===== config.mk =====
export PLATFORM = sky130hd
export DESIGN_NAME = elgamal_mask_encrypt
export DESIGN_NICKNAME = d
export VERILOG_FILES = /design/src/design/elg_pkg.sv /design/src/design/elg_mm_step.sv /design/src/design/elg_mm_cell.sv /design/src/design/elg_mask_seq.sv /design/src/design/elgamal_mask_encrypt.sv
export SDC_FILE = /design/constraint.sdc
export NUM_CORES = 2
export LEC_CHECK = 0
export BUFFER_PORTS_ARGS = -buffer_cell sky130_fd_sc_hd__buf_2
export CAP_MARGIN = 25
export CORE_MARGIN = 2
export CORE_UTILIZATION = 40
export CTS_CLUSTER_DIAMETER = 200
export CTS_CLUSTER_SIZE = 28
export DETAILED_ROUTE_END_ITERATION = 16
export GPL_TIMING_DRIVEN = 1
export PLACE_DENSITY = 0.55
export SETUP_SLACK_MARGIN = 0.3
export SLEW_MARGIN = 20
export SYNTH_ARGS = -nofsm -noshare
export SYNTH_HDL_FRONTEND = slang
export SYNTH_SLANG_ARGS = --single-unit

===== constraint.sdc =====
create_clock -name i_clk -period 11 [get_ports i_clk]
set_clock_uncertainty 0.15 [all_clocks]
set_input_delay 0.55 -clock i_clk [delete_from_list [all_inputs] [get_ports i_clk]]
set_output_delay 0.55 -clock i_clk [all_outputs]
set_load 0.01 [all_outputs]

===== src/design/elg_pkg.sv =====
// Shared types and constants for the masked ElGamal encryption block.
`default_nettype none

package elg_pkg;

    // Configuration register indexes
    typedef logic [1:0] t_cfg_idx;

    localparam t_cfg_idx CFG_MODULUS    = 2'd0;
    localparam t_cfg_idx CFG_SENDER_PUB = 2'd1;
    localparam t_cfg_idx CFG_SECRET_EXP = 2'd2;

    // Register values after reset
    localparam int unsigned RST_MODULUS    = 59;
    localparam int unsigned RST_SENDER_PUB = 16;
    localparam int unsigned RST_SECRET_EXP = 5;

    // Mask sequencer states
    typedef enum logic [4:0] {
        S_IDLE = 5'b00001,
        S_LOAD = 5'b00010,
        S_BASE = 5'b00100,
        S_MUL  = 5'b01000,
        S_SQR  = 5'b10000
    } t_seq_state;

endpackage

`default_nettype wire


===== src/design/elg_mm_step.sv =====
// One step of interleaved modular multiplication: (2*acc + bit*y) mod p.
`default_nettype none

module elg_mm_step
    import elg_pkg::*;
#(
    parameter int VALUE_WIDTH = 16
) (
    input  wire logic [VALUE_WIDTH-1:0] i_acc,
    input  wire logic                   i_bit,
    input  wire logic [VALUE_WIDTH-1:0] i_y,
    input  wire logic [VALUE_WIDTH-1:0] i_modulus,
    output logic      [VALUE_WIDTH-1:0] o_res
);

    logic [VALUE_WIDTH:0] w_pe;
    logic [VALUE_WIDTH:0] w_dbl;
    logic [VALUE_WIDTH:0] w_red;
    logic [VALUE_WIDTH:0] w_sum;
    logic [VALUE_WIDTH:0] w_fin;

    // Double and fold back below p
    assign w_pe  = {1'b0, i_modulus};
    assign w_dbl = {i_acc, 1'b0};
    assign w_red = (w_dbl >= w_pe) ? (w_dbl - w_pe) : w_dbl;

    // Add the multiplicand when the bit is set and fold again
    assign w_sum = w_red + (i_bit ? {1'b0, i_y} : {(VALUE_WIDTH+1){1'b0}});
    assign w_fin = (w_sum >= w_pe) ? (w_sum - w_pe) : w_sum;

    assign o_res = w_fin[VALUE_WIDTH-1:0];

endmodule

`default_nettype wire


===== src/design/elg_mm_cell.sv =====
// Pipeline cell: handles one message bit of the mask * message product.
`default_nettype none

module elg_mm_cell
    import elg_pkg::*;
#(
    parameter int VALUE_WIDTH = 16
) (
    input  wire logic                   i_clk,
    input  wire logic                   i_rst_n,
    input  wire logic                   i_valid,
    output logic                        o_ready,
    input  wire logic [VALUE_WIDTH-1:0] i_acc,
    input  wire logic [VALUE_WIDTH-1:0] i_msg,
    input  wire logic [VALUE_WIDTH-1:0] i_mask,
    input  wire logic [VALUE_WIDTH-1:0] i_modulus,
    output logic                        o_valid,
    input  wire logic                   i_ready,
    output logic      [VALUE_WIDTH-1:0] o_acc,
    output logic      [VALUE_WIDTH-1:0] o_msg
);

    logic                   r_valid;
    logic [VALUE_WIDTH-1:0] r_acc;
    logic [VALUE_WIDTH-1:0] r_msg;
    logic                   w_adv;
    logic [VALUE_WIDTH-1:0] w_res;

    // Take a word when the slot is empty or drains this cycle
    assign w_adv   = !r_valid || i_ready;
    assign o_ready = w_adv;

    elg_mm_step #(
        .VALUE_WIDTH(VALUE_WIDTH)
    ) u_step (
        .i_acc     (i_acc),
        .i_bit     (i_msg[VALUE_WIDTH-1]),
        .i_y       (i_mask),
        .i_modulus (i_modulus),
        .o_res     (w_res)
    );

    // Track occupancy
    always_ff @(posedge i_clk) begin
        if (!i_rst_n) begin
            r_valid <= 1'b0;
        end else if (w_adv) begin
            r_valid <= i_valid;
        end
    end

    // Advance partial product and shift the next bit to the top
    always_ff @(posedge i_clk) begin
        if (w_adv && i_valid) begin
            r_acc <= w_res;
            r_msg <= {i_msg[VALUE_WIDTH-2:0], 1'b0};
        end
    end

    assign o_valid = r_valid;
    assign o_acc   = r_acc;
    assign o_msg   = r_msg;

endmodule

`default_nettype wire


===== src/design/elg_mask_seq.sv =====
// Sequencer that computes the mask base^expo mod p by square-and-multiply.
`default_nettype none

module elg_mask_seq
    import elg_pkg::*;
#(
    parameter int VALUE_WIDTH = 16
) (
    input  wire logic                   i_clk,
    input  wire logic                   i_rst_n,
    input  wire logic                   i_start,
    input  wire logic [VALUE_WIDTH-1:0] i_modulus,
    input  wire logic [VALUE_WIDTH-1:0] i_base,
    input  wire logic [VALUE_WIDTH-1:0] i_expo,
    output logic      [VALUE_WIDTH-1:0] o_mask,
    output logic                        o_busy
);

    localparam int CW = $clog2(VALUE_WIDTH);
    localparam logic [CW-1:0] LAST = CW'(VALUE_WIDTH - 1);

    t_seq_state             r_state, n_state;
    logic [CW-1:0]          r_cnt, n_cnt;
    logic [CW-1:0]          r_ecnt, n_ecnt;
    logic [VALUE_WIDTH-1:0] r_part, n_part;
    logic [VALUE_WIDTH-1:0] r_x, n_x;
    logic [VALUE_WIDTH-1:0] r_y, n_y;
    logic [VALUE_WIDTH-1:0] r_acc, n_acc;
    logic [VALUE_WIDTH-1:0] r_b, n_b;
    logic [VALUE_WIDTH-1:0] r_exp, n_exp;
    logic [VALUE_WIDTH-1:0] w_one;
    logic [VALUE_WIDTH-1:0] w_res;
    logic                   w_last;
    logic                   w_work;

    // One reduced mod p: zero when p is one
    assign w_one  = {{(VALUE_WIDTH-1){1'b0}}, (i_modulus != VALUE_WIDTH'(1))};
    assign w_last = (r_cnt == LAST);
    assign w_work = (r_state == S_BASE) || (r_state == S_MUL) || (r_state == S_SQR);

    elg_mm_step #(
        .VALUE_WIDTH(VALUE_WIDTH)
    ) u_step (
        .i_acc     (r_part),
        .i_bit     (r_x[VALUE_WIDTH-1]),
        .i_y       (r_y),
        .i_modulus (i_modulus),
        .o_res     (w_res)
    );

    // Step through one multiplier bit a cycle; chain multiplies per exponent bit
    always_comb begin
        n_state = r_state;
        n_cnt   = r_cnt;
        n_ecnt  = r_ecnt;
        n_part  = r_part;
        n_x     = r_x;
        n_y     = r_y;
        n_acc   = r_acc;
        n_b     = r_b;
        n_exp   = r_exp;
        case (r_state)
            S_IDLE: begin
            end
            S_LOAD: begin
                n_state = S_BASE;
                n_part  = '0;
                n_x     = i_base;
                n_y     = w_one;
                n_cnt   = '0;
                n_acc   = w_one;
                n_exp   = i_expo;
                n_ecnt  = '0;
            end
            S_BASE: begin
                n_part = w_res;
                n_x    = {r_x[VALUE_WIDTH-2:0], 1'b0};
                n_cnt  = r_cnt + 1'b1;
                if (w_last) begin
                    // Base reduced; start on the lowest exponent bit
                    n_b    = w_res;
                    n_part = '0;
                    n_cnt  = '0;
                    if (r_exp[0]) begin
                        n_state = S_MUL;
                        n_x     = r_acc;
                        n_y     = w_res;
                    end else begin
                        n_state = S_SQR;
                        n_x     = w_res;
                        n_y     = w_res;
                    end
                end
            end
            S_MUL: begin
                n_part = w_res;
                n_x    = {r_x[VALUE_WIDTH-2:0], 1'b0};
                n_cnt  = r_cnt + 1'b1;
                if (w_last) begin
                    n_acc   = w_res;
                    n_state = S_SQR;
                    n_part  = '0;
                    n_cnt   = '0;
                    n_x     = r_b;
                    n_y     = r_b;
                end
            end
            S_SQR: begin
                n_part = w_res;
                n_x    = {r_x[VALUE_WIDTH-2:0], 1'b0};
                n_cnt  = r_cnt + 1'b1;
                if (w_last) begin
                    n_b    = w_res;
                    n_exp  = {1'b0, r_exp[VALUE_WIDTH-1:1]};
                    n_ecnt = r_ecnt + 1'b1;
                    n_part = '0;
                    n_cnt  = '0;
                    if (r_ecnt == LAST) begin
                        n_state = S_IDLE;
                    end else if (r_exp[1]) begin
                        n_state = S_MUL;
                        n_x     = r_acc;
                        n_y     = w_res;
                    end else begin
                        n_state = S_SQR;
                        n_x     = w_res;
                        n_y     = w_res;
                    end
                end
            end
            default: begin
                n_state = S_IDLE;
            end
        endcase
    end

    // Restart on reset or any register write
    always_ff @(posedge i_clk) begin
        if (!i_rst_n) begin
            r_state <= S_LOAD;
        end else if (i_start) begin
            r_state <= S_LOAD;
        end else begin
            r_state <= n_state;
        end
    end

    // Datapath and counters
    always_ff @(posedge i_clk) begin
        r_cnt  <= n_cnt;
        r_ecnt <= n_ecnt;
        r_part <= n_part;
        r_x    <= n_x;
        r_y    <= n_y;
        r_acc  <= n_acc;
        r_b    <= n_b;
        r_exp  <= n_exp;
    end

    assign o_mask = r_acc;
    assign o_busy = (r_state != S_IDLE);

    // Partial product stays reduced while the multiplier runs
    a_part_reduced: assert property (@(posedge i_clk) disable iff (!i_rst_n)
        (w_work && (i_modulus != '0)) |-> (r_part < i_modulus))
        else $error("partial product not reduced below modulus");

    // Operands of the exponent loop stay reduced
    a_ops_reduced: assert property (@(posedge i_clk) disable iff (!i_rst_n)
        (((r_state == S_MUL) || (r_state == S_SQR)) && (i_modulus != '0))
        |-> ((r_acc < i_modulus) && (r_b < i_modulus)))
        else $error("mask operands not reduced below modulus");

endmodule

`default_nettype wire


===== src/design/elgamal_mask_encrypt.sv =====
// An accepted message word passes through the row of VALUE_WIDTH multiplier cells, then the output register.
// Throughput: one message per cycle while no mask update runs and the output is not stalled.
// Mask update: after reset and after each register write the mask sequencer recomputes
// the mask by square-and-multiply; no message is taken while it runs.
// Reset: synchronous active-low; registers return to modulus 59, key 16, exponent 5,
// the pipeline empties and the mask is recomputed.
`default_nettype none

module elgamal_mask_encrypt
    import elg_pkg::*;
#(
    parameter int VALUE_WIDTH = 16
) (
    input  wire logic                   i_clk,
    input  wire logic                   i_rst_n,
    // configuration writes
    input  wire logic                   i_cfg_valid,
    output logic                        o_cfg_ready,
    input  wire t_cfg_idx               i_cfg_index,
    input  wire logic [VALUE_WIDTH-1:0] i_cfg_data,
    // message words
    input  wire logic                   i_msg_valid,
    output logic                        o_msg_ready,
    input  wire logic [VALUE_WIDTH-1:0] i_message,
    // ciphertext words
    output logic                        o_ct_valid,
    input  wire logic                   i_ct_ready,
    output logic      [VALUE_WIDTH-1:0] o_ciphertext
);

    logic [VALUE_WIDTH-1:0] r_modulus;
    logic [VALUE_WIDTH-1:0] r_sender_pub;
    logic [VALUE_WIDTH-1:0] r_secret_exp;
    logic                   r_ct_valid;
    logic [VALUE_WIDTH-1:0] r_ct;

    logic [VALUE_WIDTH-1:0] w_mask;
    logic                   w_busy;
    logic                   w_cfg_wr;
    logic                   w_out_rdy;

    logic                   w_valid [VALUE_WIDTH+1];
    logic                   w_ready [VALUE_WIDTH+1];
    logic [VALUE_WIDTH-1:0] w_acc   [VALUE_WIDTH+1];
    logic [VALUE_WIDTH-1:0] w_msg   [VALUE_WIDTH+1];

    assign o_cfg_ready = 1'b1;
    assign w_cfg_wr    = i_cfg_valid && o_cfg_ready;

    // Configuration registers
    always_ff @(posedge i_clk) begin
        if (!i_rst_n) begin
            r_modulus    <= VALUE_WIDTH'(RST_MODULUS);
            r_sender_pub <= VALUE_WIDTH'(RST_SENDER_PUB);
            r_secret_exp <= VALUE_WIDTH'(RST_SECRET_EXP);
        end else if (w_cfg_wr) begin
            case (i_cfg_index)
                CFG_MODULUS:    r_modulus    <= i_cfg_data;
                CFG_SENDER_PUB: r_sender_pub <= i_cfg_data;
                CFG_SECRET_EXP: r_secret_exp <= i_cfg_data;
                default: begin
                end
            endcase
        end
    end

    elg_mask_seq #(
        .VALUE_WIDTH(VALUE_WIDTH)
    ) u_seq (
        .i_clk     (i_clk),
        .i_rst_n   (i_rst_n),
        .i_start   (w_cfg_wr),
        .i_modulus (r_modulus),
        .i_base    (r_sender_pub),
        .i_expo    (r_secret_exp),
        .o_mask    (w_mask),
        .o_busy    (w_busy)
    );

    // Feed the first cell; hold off while the mask is being computed
    assign w_valid[0]  = i_msg_valid && !w_busy;
    assign w_acc[0]    = '0;
    assign w_msg[0]    = i_message;
    assign o_msg_ready = w_ready[0] && !w_busy;

    // Row of cells, most significant message bit first
    for (genvar k = 0; k < VALUE_WIDTH; k++) begin : g_cell
        elg_mm_cell #(
            .VALUE_WIDTH(VALUE_WIDTH)
        ) u_cell (
            .i_clk     (i_clk),
            .i_rst_n   (i_rst_n),
            .i_valid   (w_valid[k]),
            .o_ready   (w_ready[k]),
            .i_acc     (w_acc[k]),
            .i_msg     (w_msg[k]),
            .i_mask    (w_mask),
            .i_modulus (r_modulus),
            .o_valid   (w_valid[k+1]),
            .i_ready   (w_ready[k+1]),
            .o_acc     (w_acc[k+1]),
            .o_msg     (w_msg[k+1])
        );
    end

    // Output register parts the row from the downstream side
    assign w_out_rdy             = !r_ct_valid || i_ct_ready;
    assign w_ready[VALUE_WIDTH] = w_out_rdy;

    always_ff @(posedge i_clk) begin
        if (!i_rst_n) begin
            r_ct_valid <= 1'b0;
        end else if (w_out_rdy) begin
            r_ct_valid <= w_valid[VALUE_WIDTH];
        end
    end

    // Drop to zero when there is no modulus to reduce by
    always_ff @(posedge i_clk) begin
        if (w_out_rdy && w_valid[VALUE_WIDTH]) begin
            r_ct <= (r_modulus == '0) ? '0 : w_acc[VALUE_WIDTH];
        end
    end

    assign o_ct_valid   = r_ct_valid;
    assign o_ciphertext = r_ct;

    // No message taken while the mask is stale
    a_no_accept_busy: assert property (@(posedge i_clk) disable iff (!i_rst_n)
        !(i_msg_valid && o_msg_ready && w_busy))
        else $error("message accepted during mask update");

    // Every register write restarts the mask computation
    a_cfg_restarts: assert property (@(posedge i_clk) disable iff (!i_rst_n)
        w_cfg_wr |=> w_busy)
        else $error("register write did not restart mask update");

    // Reset starts a mask computation
    a_rst_restarts: assert property (@(posedge i_clk)
        !i_rst_n |=> w_busy)
        else $error("reset did not start mask update");

endmodule

`default_nettype wire

==> results.md <==
Final layout:
- From synthesis to final layout, the design area changed by 6.931%.
- The number of flip-flops in the largest register is 256.
- The number of nets in the layout is 7930.
- Of the cells placed in the final design, the portion with a size suffix greater than 1 is 0.08691.

Synth:
- The top cell type by total area after synthesis is edfxtp_1.
- The area of the mapped netlist is 0.06183 mm2.
- In the synthesized netlist, the cells that appear most often are ha_1, a21oi_1, nand2_1, nor2_1, edfxtp_1.
- Sorting the synthesized cells by area gives the leading types as edfxtp_1, ha_1, xnor2_1.
- The count of synthesis-stage warnings from yosys is 0.
- The portion of the post-synthesis area used by sequential elements is 0.2635.
- The library cell with the highest instance count after synthesis is ha_1.
- After technology mapping, the gate count stands at 6964.
- The average footprint of a synthesized cell is 8.879 um2.
- The post-synthesis net count is 7859.
- Of the post-synthesis cell area, the dominant cell type holds 0.2409.
- The flip-flop and latch count after synthesis is 566.
- The count of different cell masters after synthesis is 91.
- For this run, the leading register cell type out of synthesis is edfxtp_1.
- The count of flip-flops with a built-in enable after synthesis is 496.
- In the synthesized netlist the async set-or-reset flop fraction comes to 0.

Drt:
- The first detailed-routing pass took 6 iterations.
- The detail route stage leaves a number of antenna-violating nets equal to 0.
- The detailed router's first-iteration violation count is 3691.
- The routed via count divided by cell count is 5.719.
- The DRC violations left is 0.
- The final routed wirelength across all metal layers is 187.1 mm.
- The detailed router placed 52110 vias in this run.
- Dividing the detail-routed wire length by the instance count gives 20.53 um.

Die:
- The overall die area is 0.1577 mm2.
- The starting utilization of the core area is 0.4019.
- The die width is 397.2 um.
- The top-level port count is 58.
- The floorplan step set the die height to 397.2 um.
- The core box area is 0.1539 mm2.
- The cell row count is 144.

Global route:
- The initial antenna violation count is 20.
- The aggregate global-route resource usage is 0.2292.
- The number of global-route vias before repair was 49080.
- The first global-routing pass estimated 285.2 mm of wire.
- The pin count of the biggest net entering global routing is 67.
- The total congestion overflow is 0.

Run:
- The tool flagged a number of max-cap violations equal to 0.

Clock network:
- The post-cts gate resize count is 0.
- The total clock buffers created by CTS is 24.
- Clock tree synthesis found a total of 566 sinks.
- The number of buffers on the longest clock path is 3.
- The tree is rooted in a clkbuf_16.
- After clock tree synthesis, the clock-pin slew on the worst setup and hold paths is 120 ps.
- Buffers inserted to repair hold after CTS numbered 23.
- TritonCTS built the clock tree.
- Buffers added to address setup during post-CTS repair amount to 0.
- In this run the number of H-tree levels came out at 1.
- The clock reaches the later pin of the worst-skew pair after 680 ps.

Setup path:
- The worst register-to-register path has a depth of 28.
- The end of the worst register-to-register path is g_cell[4].u_cell.o_acc[8]$_DFFE_PP_.
- Counting both buffers and inverters, the worst setup path holds a total of 1.
- The data required time of the worst path is 11270 ps.
- The maximum net fanout on the critical path is 23.
- On the worst path, the slowest cell contributes a delay of 600 ps.
- The arrival time of data at the critical path endpoint is 9240 ps.
- The origin of the worst setup path is r_modulus[5]$_SDFFE_PN1P_.
- The setup slack of the most critical reg-to-reg path is 2030 ps.
- The setup path with the least slack is of type reg2reg.
- The kind of start point of the critical path is a register.
- The sort of element at the end of the critical path is a register.
- Broken down by cell family, the worst path's largest delay share belongs to compound AO/OA/AOI/OAI gates.
- The slowest stage of the critical path is the a2111oi_0 cell.
- The startpoint identified for the worst register-to-register timing path is r_modulus[5]$_SDFFE_PN1P_.

STA:
- The number of failing hold endpoints at the final stage is 0.
- The tightest slew margin relative to the limit is 0.2910.
- The final critical-path required period is 8968 ps.
- The maximum operating frequency is 0.1115 GHz.
- Setup repair after global routing left no endpoint under its margin.
- The transition time at the pin with the least slew margin is 1060 ps.
- The total setup violations reported at the end of the flow is 0.
- The total negative slack is 0 ps.
- The count of final max-slew check failures is 0.
- The final critical-path share of the clock period is 0.8153.
- The worst hold slack after final layout is 41.73 ps.

Min path:
- The sink of the worst hold path is r_sender_pub[12]$_SDFFE_PN0P_.
- Counting instances, the worst hold path has a depth of 3.
- The kind of path behind the tightest hold check is in2reg.
- The launch point of the worst hold path is i_cfg_data[12].

Placement:
- In this run the tool buffered the top-level ports with 56 buffer cells.
- The placer's final routability congestion estimate is 0.8991.
- Summed over all nets, the half-perimeter wirelength after detailed placement is 138.6 mm.

Power:
- The power per cell area is 120.5 mW/mm2.
- IR analysis of the VDD net gives a maximum drop of 0.1357 mV.
- Summed over all cells, the static leakage comes to 27.19 nW.

Status:
- The flow ran to the end, and the final reports show no timing, DRC or antenna violations.
tightest hold or removal path: stages:
cell and delay (ps):
buf_2 150, nand2_1 70, a21boi_0 60
worst max-delay path by stage:
| stage | end | slack (ps) | cells after the start |
|---|---|---|---|
| floorplan | g_cell[9].u_cell.o_acc[10]$_DFFE_PP_ | 1950 | 32 |
| global placement | g_cell[4].u_cell.o_acc[2]$_DFFE_PP_ | 2420 | 28 |
| detailed placement | g_cell[4].u_cell.o_acc[4]$_DFFE_PP_ | 2250 | 28 |
| CTS | g_cell[4].u_cell.o_acc[4]$_DFFE_PP_ | 2200 | 28 |
| global route | g_cell[9].u_cell.o_acc[5]$_DFFE_PP_ | 1470 | 30 |
| finish | g_cell[4].u_cell.o_acc[8]$_DFFE_PP_ | 2030 | 28 |
power breakdown:
part	internal [W]	total (W)	switching [W]
logic	0.00184	0.00418	0.00234
registers	0.00254	0.00258	0.0000346
clock network	0.000440	0.00121	0.000771
total	0.00482	0.00797	0.00315
cells in the final DEF, fill, tap and decap left out, drive strengths merged, types with 311 or more instances in the layout:
cell type and n:
and2 318, inv 345, xnor2 431, a21oi 564, o21ai 403, edfxtp 496, ha 806, nor2 502
mux2 311, nand2 529
stage by stage:
| step | worst slack, ps | instances | total power, W | util | instance area [um2] |
|---|---|---|---|---|---|
| after floorplan | 1954 | 6964 | 0.005826 | - | 61830 |
| after global placement | 2420 | 9020 | 0.006683 | 0.4223 | 64970 |
| after detailed placement | 2254 | 9026 | 0.006731 | 0.4228 | 65050 |
| after CTS | 2196 | 9093 | 0.007973 | 0.4291 | 66020 |
| after global routing | 1471 | 9101 | 0.008520 | 0.4295 | 66090 |
| final | 2032 | 9111 | 0.007969 | 0.4297 | 66120 |
layer usage:
layer	part of all wire	vias to the layer above	routed length, um	GRT usage
li1	-	25770	-	-
met2	0.46	1150	85130	0.3797
met5	0	-	0	0
met3	0.044	183	8187	0.01171
met4	0.026	0	4917	0.05804
met1	0.47	25000	88830	0.3257
logic make-up after synthesis:
| family | share of synthesized area |
|---|---|
| DFF | 0.2635 |
| other | 0.00006065 |
| xor gates and xnor gates | 0.08762 |
| buffers and inverters | 0.03082 |
| adders and majority gates | 0.1793 |
| muxes | 0.06247 |
| and+or+nand+nor | 0.1768 |
| AOI/OAI and AO/OA | 0.1994 |
cell type report:
class                   count  area, um2
repair buffers            193       1448
flip-flops and latches    566      16300
inverters                 345       1300
well taps                2044       2557
clock buffers              40      681.9
clock inverters             4      55.05
diodes                     14      35.03
fillers                 15270      87750
multi-input cells        5905      43740
No activity file was read; power rests on OpenSTA's default activity.
